### src/sv/assert_macros.svh
// Assertion macros shared by the slab subtraction RTL.
`ifndef ASSERT_MACROS_SVH
`define ASSERT_MACROS_SVH

// Concurrent check clocked by clk, switched off while rst is high.
`define BDS_ASSERT(lbl, prop, msg) \
  lbl: assert property (@(posedge clk) disable iff (rst) (prop)) else $error(msg);

// Concurrent check that a condition never occurs.
`define BDS_ASSERT_NEVER(lbl, cond, msg) \
  lbl: assert property (@(posedge clk) disable iff (rst) !(cond)) else $error(msg);

`endif

### src/sv/bds_pkg.sv
// Types and constants shared by the box subtraction modules.
package bds_pkg;

  // Width of every coordinate port.
  localparam int FIELD_BITS = 16;
  // Width of the volume product of three extents.
  localparam int VOL_BITS   = 3 * FIELD_BITS;
  localparam int DXDY_BITS  = 2 * FIELD_BITS;
  localparam int NUM_SIDES  = 6;

  // Result queue geometry.
  localparam int OQ_DEPTH = 4;
  localparam int OQ_PTR_W = 2;
  localparam int OQ_CNT_W = 3;

  typedef logic [FIELD_BITS-1:0] coord_t;
  typedef logic [NUM_SIDES-1:0]  side_mask_t;

  typedef enum logic [2:0] {
    SIDE_LEFT   = 3'd0,
    SIDE_RIGHT  = 3'd1,
    SIDE_BACK   = 3'd2,
    SIDE_FRONT  = 3'd3,
    SIDE_BOTTOM = 3'd4,
    SIDE_TOP    = 3'd5
  } side_t;

  // A classified transaction: kept box, clamped cut and the slabs it needs.
  typedef struct packed {
    coord_t [2:0] lo;
    coord_t [2:0] hi;
    coord_t [2:0] cl;
    coord_t [2:0] ch;
    side_mask_t   mask;
  } item_t;

  // One result slab.
  typedef struct packed {
    coord_t               x_lo;
    coord_t               y_lo;
    coord_t               z_lo;
    coord_t               x_hi;
    coord_t               y_hi;
    coord_t               z_hi;
    logic [VOL_BITS-1:0]  volume;
    side_t                side;
    logic                 last;
  } slab_t;

endpackage

### src/sv/bds_front.sv
// Front end: accepts box pairs, clamps the cut box and queues classified items.
`include "assert_macros.svh"

module bds_front #(
  parameter int COORD_BITS = 16
) (
  input  logic                    clk,
  input  logic                    rst,
  input  logic                    push,
  output logic                    full,
  input  bds_pkg::coord_t [2:0]   keep_lo,
  input  bds_pkg::coord_t [2:0]   keep_hi,
  input  bds_pkg::coord_t [2:0]   cut_lo,
  input  bds_pkg::coord_t [2:0]   cut_hi,
  output logic                    head_valid,
  output bds_pkg::item_t          head,
  input  logic                    head_pop
);
  import bds_pkg::*;

  // Only the low bits of each coordinate take part.
  localparam int CW          = (COORD_BITS < FIELD_BITS) ? COORD_BITS : FIELD_BITS;
  localparam int MID_DEPTH   = 2;
  localparam int MID_PTR_W   = 1;
  localparam int MID_CNT_W   = 2;

  coord_t [2:0] lo_m, hi_m, cl_m, ch_m, hi_f;
  item_t        item;
  logic         xok, yok;
  logic         wr_en;

  item_t                mid_mem [MID_DEPTH];
  logic [MID_PTR_W-1:0] wr_ptr;
  logic [MID_PTR_W-1:0] rd_ptr;
  logic [MID_CNT_W-1:0] count;
  logic [MID_CNT_W-1:0] count_next;

  // Mask, repair inverted boxes and clamp the cut into the kept box per axis.
  always_comb begin
    for (int a = 0; a < 3; a++) begin
      lo_m[a] = coord_t'(keep_lo[a][CW-1:0]);
      hi_m[a] = coord_t'(keep_hi[a][CW-1:0]);
      cl_m[a] = coord_t'(cut_lo[a][CW-1:0]);
      ch_m[a] = coord_t'(cut_hi[a][CW-1:0]);
      hi_f[a] = (hi_m[a] < lo_m[a]) ? lo_m[a] : hi_m[a];
      item.lo[a] = lo_m[a];
      item.hi[a] = hi_f[a];
      if (ch_m[a] < cl_m[a]) begin
        // An empty cut on this axis removes nothing.
        item.cl[a] = hi_f[a];
        item.ch[a] = hi_f[a];
      end else begin
        item.cl[a] = (cl_m[a] < lo_m[a]) ? lo_m[a] :
                     (cl_m[a] > hi_f[a]) ? hi_f[a] : cl_m[a];
        item.ch[a] = (ch_m[a] < lo_m[a]) ? lo_m[a] :
                     (ch_m[a] > hi_f[a]) ? hi_f[a] : ch_m[a];
      end
    end
    // Decide which of the six slabs this transaction produces.
    xok = item.ch[0] > item.cl[0];
    yok = item.ch[1] > item.cl[1];
    item.mask[SIDE_LEFT]   = item.cl[0] > item.lo[0];
    item.mask[SIDE_RIGHT]  = item.ch[0] < item.hi[0];
    item.mask[SIDE_BACK]   = (item.cl[1] > item.lo[1]) && xok;
    item.mask[SIDE_FRONT]  = (item.ch[1] < item.hi[1]) && xok;
    item.mask[SIDE_BOTTOM] = (item.cl[2] > item.lo[2]) && xok && yok;
    item.mask[SIDE_TOP]    = (item.ch[2] < item.hi[2]) && xok && yok;
  end

  // Items that produce no slab are accepted and dropped here.
  assign full       = (count == MID_CNT_W'(MID_DEPTH));
  assign wr_en      = push && !full && (item.mask != '0);
  assign head_valid = (count != '0);
  assign head       = mid_mem[rd_ptr];

  always_comb begin
    count_next = count;
    if (wr_en && !head_pop) begin
      count_next = count + 1'b1;
    end else if (!wr_en && head_pop) begin
      count_next = count - 1'b1;
    end
  end

  // Queue pointers and occupancy.
  always_ff @(posedge clk) begin
    if (rst) begin
      wr_ptr <= '0;
      rd_ptr <= '0;
      count  <= '0;
    end else begin
      count <= count_next;
      if (wr_en) begin
        wr_ptr <= wr_ptr + 1'b1;
      end
      if (head_pop) begin
        rd_ptr <= rd_ptr + 1'b1;
      end
    end
  end

  // Queue storage.
  always_ff @(posedge clk) begin
    if (wr_en) begin
      mid_mem[wr_ptr] <= item;
    end
  end

  `BDS_ASSERT(a_pop_has_item, head_pop |-> count != '0, "back end popped an empty item queue")

endmodule

### src/sv/bds_back.sv
// Back end: walks the slabs of the head item and computes corners and volume.
`include "assert_macros.svh"

module bds_back (
  input  logic                              clk,
  input  logic                              rst,
  input  logic                              head_valid,
  input  bds_pkg::item_t                    head,
  output logic                              head_pop,
  input  logic [bds_pkg::OQ_CNT_W-1:0]      oq_count,
  output logic                              oq_wr_en,
  output bds_pkg::slab_t                    oq_wr_slab
);
  import bds_pkg::*;

  side_mask_t            done;
  side_mask_t            remaining;
  side_mask_t            sel;
  logic [2:0]            idx;
  logic                  last;
  logic [OQ_CNT_W-1:0]   level;
  logic                  issue;
  slab_t                 slab_c;

  logic                  s1_valid;
  slab_t                 s1_slab;
  logic                  s2_valid;
  slab_t                 s2_slab;
  logic [DXDY_BITS-1:0]  s2_dxdy;
  coord_t                s2_dz;

  // Pick the lowest slab of the head item that is not yet issued.
  always_comb begin
    remaining = head_valid ? (head.mask & ~done) : '0;
    sel       = remaining & (~remaining + 1'b1);
    idx       = '0;
    for (int i = NUM_SIDES - 1; i >= 0; i--) begin
      if (remaining[i]) begin
        idx = 3'(i);
      end
    end
    last = (remaining & ~sel) == '0;
  end

  // Issue only while the result queue has room for everything in flight.
  assign level    = oq_count + OQ_CNT_W'(s1_valid) + OQ_CNT_W'(s2_valid);
  assign issue    = head_valid && (level < OQ_CNT_W'(OQ_DEPTH));
  assign head_pop = issue && last;

  // Corners of the selected slab.
  always_comb begin
    slab_c        = '0;
    slab_c.side   = side_t'(idx);
    slab_c.last   = last;
    slab_c.x_lo   = head.cl[0];
    slab_c.x_hi   = head.ch[0];
    slab_c.y_lo   = head.lo[1];
    slab_c.y_hi   = head.hi[1];
    slab_c.z_lo   = head.lo[2];
    slab_c.z_hi   = head.hi[2];
    unique case (slab_c.side)
      SIDE_LEFT: begin
        slab_c.x_lo = head.lo[0];
        slab_c.x_hi = head.cl[0];
      end
      SIDE_RIGHT: begin
        slab_c.x_lo = head.ch[0];
        slab_c.x_hi = head.hi[0];
      end
      SIDE_BACK: begin
        slab_c.y_hi = head.cl[1];
      end
      SIDE_FRONT: begin
        slab_c.y_lo = head.ch[1];
      end
      SIDE_BOTTOM: begin
        slab_c.y_lo = head.cl[1];
        slab_c.y_hi = head.ch[1];
        slab_c.z_hi = head.cl[2];
      end
      SIDE_TOP: begin
        slab_c.y_lo = head.cl[1];
        slab_c.y_hi = head.ch[1];
        slab_c.z_lo = head.ch[2];
      end
      default: begin
        slab_c.x_lo = '0;
        slab_c.x_hi = '0;
      end
    endcase
  end

  // Issue progress over the head item.
  always_ff @(posedge clk) begin
    if (rst) begin
      done <= '0;
    end else if (issue) begin
      done <= last ? '0 : (done | sel);
    end
  end

  // Valid bits of the two arithmetic stages.
  always_ff @(posedge clk) begin
    if (rst) begin
      s1_valid <= 1'b0;
      s2_valid <= 1'b0;
    end else begin
      s1_valid <= issue;
      s2_valid <= s1_valid;
    end
  end

  // Stage one holds corners; stage two holds the x by y area and the z extent.
  always_ff @(posedge clk) begin
    s1_slab <= slab_c;
    s2_slab <= s1_slab;
    s2_dxdy <= DXDY_BITS'(s1_slab.x_hi - s1_slab.x_lo) *
               DXDY_BITS'(s1_slab.y_hi - s1_slab.y_lo);
    s2_dz   <= s1_slab.z_hi - s1_slab.z_lo;
  end

  // Final product goes straight into the result queue register.
  always_comb begin
    oq_wr_slab        = s2_slab;
    oq_wr_slab.volume = VOL_BITS'(s2_dxdy) * VOL_BITS'(s2_dz);
  end
  assign oq_wr_en = s2_valid;

  `BDS_ASSERT(a_credit_bound, level <= OQ_CNT_W'(OQ_DEPTH), "slabs in flight exceed queue room")
  `BDS_ASSERT(a_done_idle, !head_valid |-> done == '0, "issue progress left without a head item")

endmodule

### src/sv/bds_outq.sv
// Result queue: holds finished slabs until the receiver pops them.
`include "assert_macros.svh"

module bds_outq (
  input  logic                          clk,
  input  logic                          rst,
  input  logic                          wr_en,
  input  bds_pkg::slab_t                wr_slab,
  input  logic                          pop,
  output logic                          empty,
  output bds_pkg::slab_t                rd_slab,
  output logic [bds_pkg::OQ_CNT_W-1:0]  count
);
  import bds_pkg::*;

  slab_t               mem [OQ_DEPTH];
  logic [OQ_PTR_W-1:0] wr_ptr;
  logic [OQ_PTR_W-1:0] rd_ptr;
  logic                rd_en;
  logic [OQ_CNT_W-1:0] count_next;

  assign empty   = (count == '0);
  assign rd_en   = pop && !empty;
  assign rd_slab = mem[rd_ptr];

  always_comb begin
    count_next = count;
    if (wr_en && !rd_en) begin
      count_next = count + 1'b1;
    end else if (!wr_en && rd_en) begin
      count_next = count - 1'b1;
    end
  end

  // Pointers and occupancy.
  always_ff @(posedge clk) begin
    if (rst) begin
      wr_ptr <= '0;
      rd_ptr <= '0;
      count  <= '0;
    end else begin
      count <= count_next;
      if (wr_en) begin
        wr_ptr <= wr_ptr + 1'b1;
      end
      if (rd_en) begin
        rd_ptr <= rd_ptr + 1'b1;
      end
    end
  end

  // Slab storage.
  always_ff @(posedge clk) begin
    if (wr_en) begin
      mem[wr_ptr] <= wr_slab;
    end
  end

  `BDS_ASSERT_NEVER(a_no_overflow, wr_en && count == OQ_CNT_W'(OQ_DEPTH), "result queue overflow")

endmodule

### src/sv/box_difference_slabs.sv
// Top level of the box subtraction block: kept box minus cut box as slabs.
//
// Input channel: a transaction carries a kept box and a cut box; it is taken
// on a clock edge with push high and full low. Up to two classified
// transactions wait between the front end and the slab sequencer.
// Result channel: while empty is low the oldest slab is on the slab ports;
// it leaves on an edge with pop high. Slabs of one transaction come in the
// order left, right, back, front, bottom, top, and the final one has
// slab_last set. A transaction that yields no slab produces no result.
// An accepted transaction passes the item queue, corner stage and area
// stage before its first slab is visible. Throughput: one slab per cycle
// while the result queue has room; a transaction gives one to six slabs on
// the single result port; input keeps being accepted while results wait.
// A stalled receiver fills the four-entry result queue, then the item queue,
// and then full rises. Reset empties both queues and the arithmetic stages.
module box_difference_slabs #(
  parameter int COORD_BITS = 16
) (
  input  logic                      clk,
  input  logic                      rst,
  input  logic                      push,
  output logic                      full,
  input  logic [15:0]               keep_x_lo,
  input  logic [15:0]               keep_y_lo,
  input  logic [15:0]               keep_z_lo,
  input  logic [15:0]               keep_x_hi,
  input  logic [15:0]               keep_y_hi,
  input  logic [15:0]               keep_z_hi,
  input  logic [15:0]               cut_x_lo,
  input  logic [15:0]               cut_y_lo,
  input  logic [15:0]               cut_z_lo,
  input  logic [15:0]               cut_x_hi,
  input  logic [15:0]               cut_y_hi,
  input  logic [15:0]               cut_z_hi,
  output logic                      empty,
  input  logic                      pop,
  output logic [15:0]               slab_x_lo,
  output logic [15:0]               slab_y_lo,
  output logic [15:0]               slab_z_lo,
  output logic [15:0]               slab_x_hi,
  output logic [15:0]               slab_y_hi,
  output logic [15:0]               slab_z_hi,
  output logic [47:0]               slab_volume,
  output logic [2:0]                slab_side,
  output logic                      slab_last
);
  import bds_pkg::*;

  coord_t [2:0]        keep_lo, keep_hi, cut_lo, cut_hi;
  logic                head_valid;
  item_t               head;
  logic                head_pop;
  logic [OQ_CNT_W-1:0] oq_count;
  logic                oq_wr_en;
  slab_t               oq_wr_slab;
  slab_t               rd_slab;

  // Gather the box corners by axis.
  assign keep_lo = {keep_z_lo, keep_y_lo, keep_x_lo};
  assign keep_hi = {keep_z_hi, keep_y_hi, keep_x_hi};
  assign cut_lo  = {cut_z_lo, cut_y_lo, cut_x_lo};
  assign cut_hi  = {cut_z_hi, cut_y_hi, cut_x_hi};

  bds_front #(
    .COORD_BITS (COORD_BITS)
  ) u_front (
    .clk        (clk),
    .rst        (rst),
    .push       (push),
    .full       (full),
    .keep_lo    (keep_lo),
    .keep_hi    (keep_hi),
    .cut_lo     (cut_lo),
    .cut_hi     (cut_hi),
    .head_valid (head_valid),
    .head       (head),
    .head_pop   (head_pop)
  );

  bds_back u_back (
    .clk        (clk),
    .rst        (rst),
    .head_valid (head_valid),
    .head       (head),
    .head_pop   (head_pop),
    .oq_count   (oq_count),
    .oq_wr_en   (oq_wr_en),
    .oq_wr_slab (oq_wr_slab)
  );

  bds_outq u_outq (
    .clk     (clk),
    .rst     (rst),
    .wr_en   (oq_wr_en),
    .wr_slab (oq_wr_slab),
    .pop     (pop),
    .empty   (empty),
    .rd_slab (rd_slab),
    .count   (oq_count)
  );

  // Present the oldest slab.
  assign slab_x_lo   = rd_slab.x_lo;
  assign slab_y_lo   = rd_slab.y_lo;
  assign slab_z_lo   = rd_slab.z_lo;
  assign slab_x_hi   = rd_slab.x_hi;
  assign slab_y_hi   = rd_slab.y_hi;
  assign slab_z_hi   = rd_slab.z_hi;
  assign slab_volume = rd_slab.volume;
  assign slab_side   = rd_slab.side;
  assign slab_last   = rd_slab.last;

endmodule

### config.mk
export PLATFORM = sky130hd
export DESIGN_NAME = box_difference_slabs
export DESIGN_NICKNAME = d
export VERILOG_FILES = /design/src/sv/bds_pkg.sv /design/src/sv/bds_front.sv /design/src/sv/bds_back.sv /design/src/sv/bds_outq.sv /design/src/sv/box_difference_slabs.sv
export VERILOG_INCLUDE_DIRS = /design/src /design/src/sv
export SDC_FILE = /design/constraint.sdc
export NUM_CORES = 2
export LEC_CHECK = 0
export BUFFER_PORTS_ARGS = -buffer_cell sky130_fd_sc_hd__buf_2
export CAP_MARGIN = 20
export CORE_MARGIN = 2
export CORE_UTILIZATION = 35
export DETAILED_ROUTE_END_ITERATION = 8
export SETUP_SLACK_MARGIN = 0.3
export SYNTH_ARGS = -nofsm -noshare
export SYNTH_HDL_FRONTEND = slang
export SYNTH_SLANG_ARGS = --single-unit
### constraint.sdc
create_clock -name clk -period 31.8 [get_ports clk]
set_clock_uncertainty 0.05 [all_clocks]
set_input_delay 1.59 -clock clk [delete_from_list [all_inputs] [get_ports clk]]
set_output_delay 1.59 -clock clk [all_outputs]
set_load 0.01 [all_outputs]
==> results_dict.tcl <==
set metrics [dict create \
    ys_ff_latch 1258 \
    first_pass_iters 6 \
    syn_area_sq_um 84500 \
    final_cell_mix "inv_1, edfxtp_1, fa_1" \
    crit_type "input port to register" \
    overflow 0 \
    antenna_found_initial 6 \
    setup-violations-final 0 \
    post_cts_resized 0 \
    vias 53916 \
    fp.dieW_um 495 \
    grt_max_degree 135 \
    synth_top_family_by_area "adder cells" \
    maxCapViolations 0 \
    drc 0 \
    postSynthCellCount 6944 \
    tns_ns 0 \
    required_ns 32.13 \
    synthesis.nets 8594 \
    min_period_over_period 0.358 \
    synth-main-ff-cell "edfxtp_1" \
    synth_mux_area_frac 0.0683 \
    critPathArrivalTime_ns 11.70 \
    synth_xor_area_frac 0.0163 \
    tightest_slew_ns 1.06 \
    first_global_vias 57410 \
    die_area_sq_um 245000 \
    cp-end-kind "register" \
    dp_hpwl_um 167000 \
    area_delta_synth_final_pct 12.3 \
    cpMostUsedCell "buf_4" \
    cts_setup_buffers 0 \
    synth_cell_types 88 \
    routedWlPerCell_um 20.9 \
    rows 180 \
    clkSlewWorstSetupHoldPaths_ns 0.06 \
    rsz0062_at_grt "false" \
    synth_fa_ha_area_frac 0.284 \
    synth_edf_count 988 \
    yosysWarnings 0 \
    port_buffers 345 \
    numPlacedInstances 10338 \
    nets 8944 \
    fin_crit_ns 11.37 \
    layout-drive-gt1-share 0.133 \
    path_max_fanout 69 \
    cts_sinks 1258 \
    status "finished, final reports clean" \
    hold_class "register to register" \
    cpMaxStageDelayCell "buf_4" \
    finalHoldViolCount 0 \
    final_common_cell "inv_1" \
    routed_wirelength_um 221000 \
    cts_max_path_buffers 3 \
    cts_max_level 4 \
    start_kind "input port" \
    ant_nets 0 \
    final_cells 10601 \
    max_stage_delay_ns 0.83 \
    grt_pass1_wl_um 340000 \
    cts_inserted_buffers 139 \
    viasPerCell 5.09 \
    hold_buffers 0 \
    cts_tree "done" \
    seq_area_frac_synth 0.415 \
    drtIter0Drc 3772 \
    root_buffer "clkbuf_16" \
    slew_headroom 0.293 \
    max_freq_mhz 88.0 \
    yosys.area_share.simple 0.0828 \
    postSynth.asyncResetShare 0 \
    slew_viol_final 0 \
    gp_congestion 0.903 \
    synth_compound_area_frac 0.0757 \
    die_y_um 495 \
    start_util 0.352 \
    syn_area_per_cell_sq_um 12.2 \
    core_area_sq_um 240000 \
    gr-usage-all-layers 0.181 \
    insertion_delay_ns 0.79 \
    io_pins 346 \
]
-- kinds of logic (layout without fill, tap and decap cells) --
family	after synthesis	in the layout
AND/OR/NAND/NOR	1479	1479
adder cells (fa/ha/maj)	1455	1455
AO/OA/AOI/OAI	949	949
other	0	6
multiplexers	344	344
XOR/XNOR	156	156
buffers and inverters	1303	1769
flip-flops	1258	1258
-- layer usage --
metal,part of all wire,global-route usage
met5,0,0
met4,0.021,0.0448
met3,0.060,0.0350
met2,0.47,0.297
met1,0.45,0.245
-- layout make-up --
type                            count  area (sq um)
Sequential cell                  1258         35100
Timing Repair Buffer              441          2510
Tap cell                         3185          3990
Multi-Input combinational cell   4383         44600
Clock inverter                     72           831
Clock buffer                      185          3870
Inverter                         1071          4020
Antenna cell                        6          15.0
Fill cell                       22659        145000
-- worst paths after layout --
check	end	depth (start not counted)	from	slack [ns]
worst min-delay path	u_back.oq_wr_slab[3]	0	u_back.s1_slab[3]	0.28
worst max register to register	u_back.s2_dxdy[31]	34	u_back.s1_slab[84]	21.16
worst min register to register	u_back.oq_wr_slab[3]	0	u_back.s1_slab[3]	0.28
worst max-delay path	u_front.mid_mem[1][145]	32	keep_y_lo[2]	20.43
-- state kept, by name, indices dropped and copies added, names as in the netlist, named ones only --
name and count:
u_back.s2_dz 16, u_outq.mem 592, u_front.mid_mem 396, u_outq.count 3, u_back.done 6, u_front.rd_ptr 1, u_back.s1_valid 1, u_front.wr_ptr 1
u_front.count 2, u_back.oq_wr_en 1, u_back.oq_wr_slab 100, u_back.s1_slab 100, u_outq.wr_ptr 2, u_back.s2_dxdy 32, u_outq.rd_ptr 2
-- synth_stat cells (all sizes together), types with 56 or more instances --
| cell | instances | area, sq um |
|---|---|---|
| o21ai | 132 | 661 |
| nand2b | 64 | 403 |
| nand2 | 539 | 2020 |
| xnor2 | 99 | 867 |
| dfxtp | 270 | 5410 |
| fa | 770 | 15400 |
| mux2i | 112 | 1120 |
| o221ai | 65 | 569 |
| a22oi | 91 | 683 |
| ha | 684 | 8560 |
| clkbuf | 207 | 777 |
| nor2 | 351 | 1320 |
| xor2 | 56 | 490 |
| inv | 1071 | 4020 |
| o22ai | 95 | 594 |
| and2 | 209 | 1310 |
| a21oi | 214 | 1070 |
| mux4 | 180 | 4050 |
| edfxtp | 988 | 29700 |
| a21o | 110 | 826 |
-- critical path: cells and delay by family --
| family | cells | cell delay, ns |
|---|---|---|
| AND/OR/NAND/NOR | 6 | 1.63 |
| adder cells (fa/ha/maj) | 3 | 0.97 |
| AO/OA/AOI/OAI | 13 | 3.47 |
| buffers and inverters | 8 | 2.86 |
| multiplexers | 2 | 0.98 |
-- stage by stage --
step	setup WS (ns)	cell area, sq um	util	hold WS, ns
CTS	20.41	94900	0.395	0.275
finish	20.43	94900	0.395	0.276
detailed placement	19.59	90200	0.375	0.262
global route	19.92	94900	0.395	0.283
floorplan	8.27	84500	-	0.260
global placement	19.75	90200	0.375	0.265
Power is not shown: default switching activity piles up to over one toggle a cycle in this logic, so the estimate is an artifact.
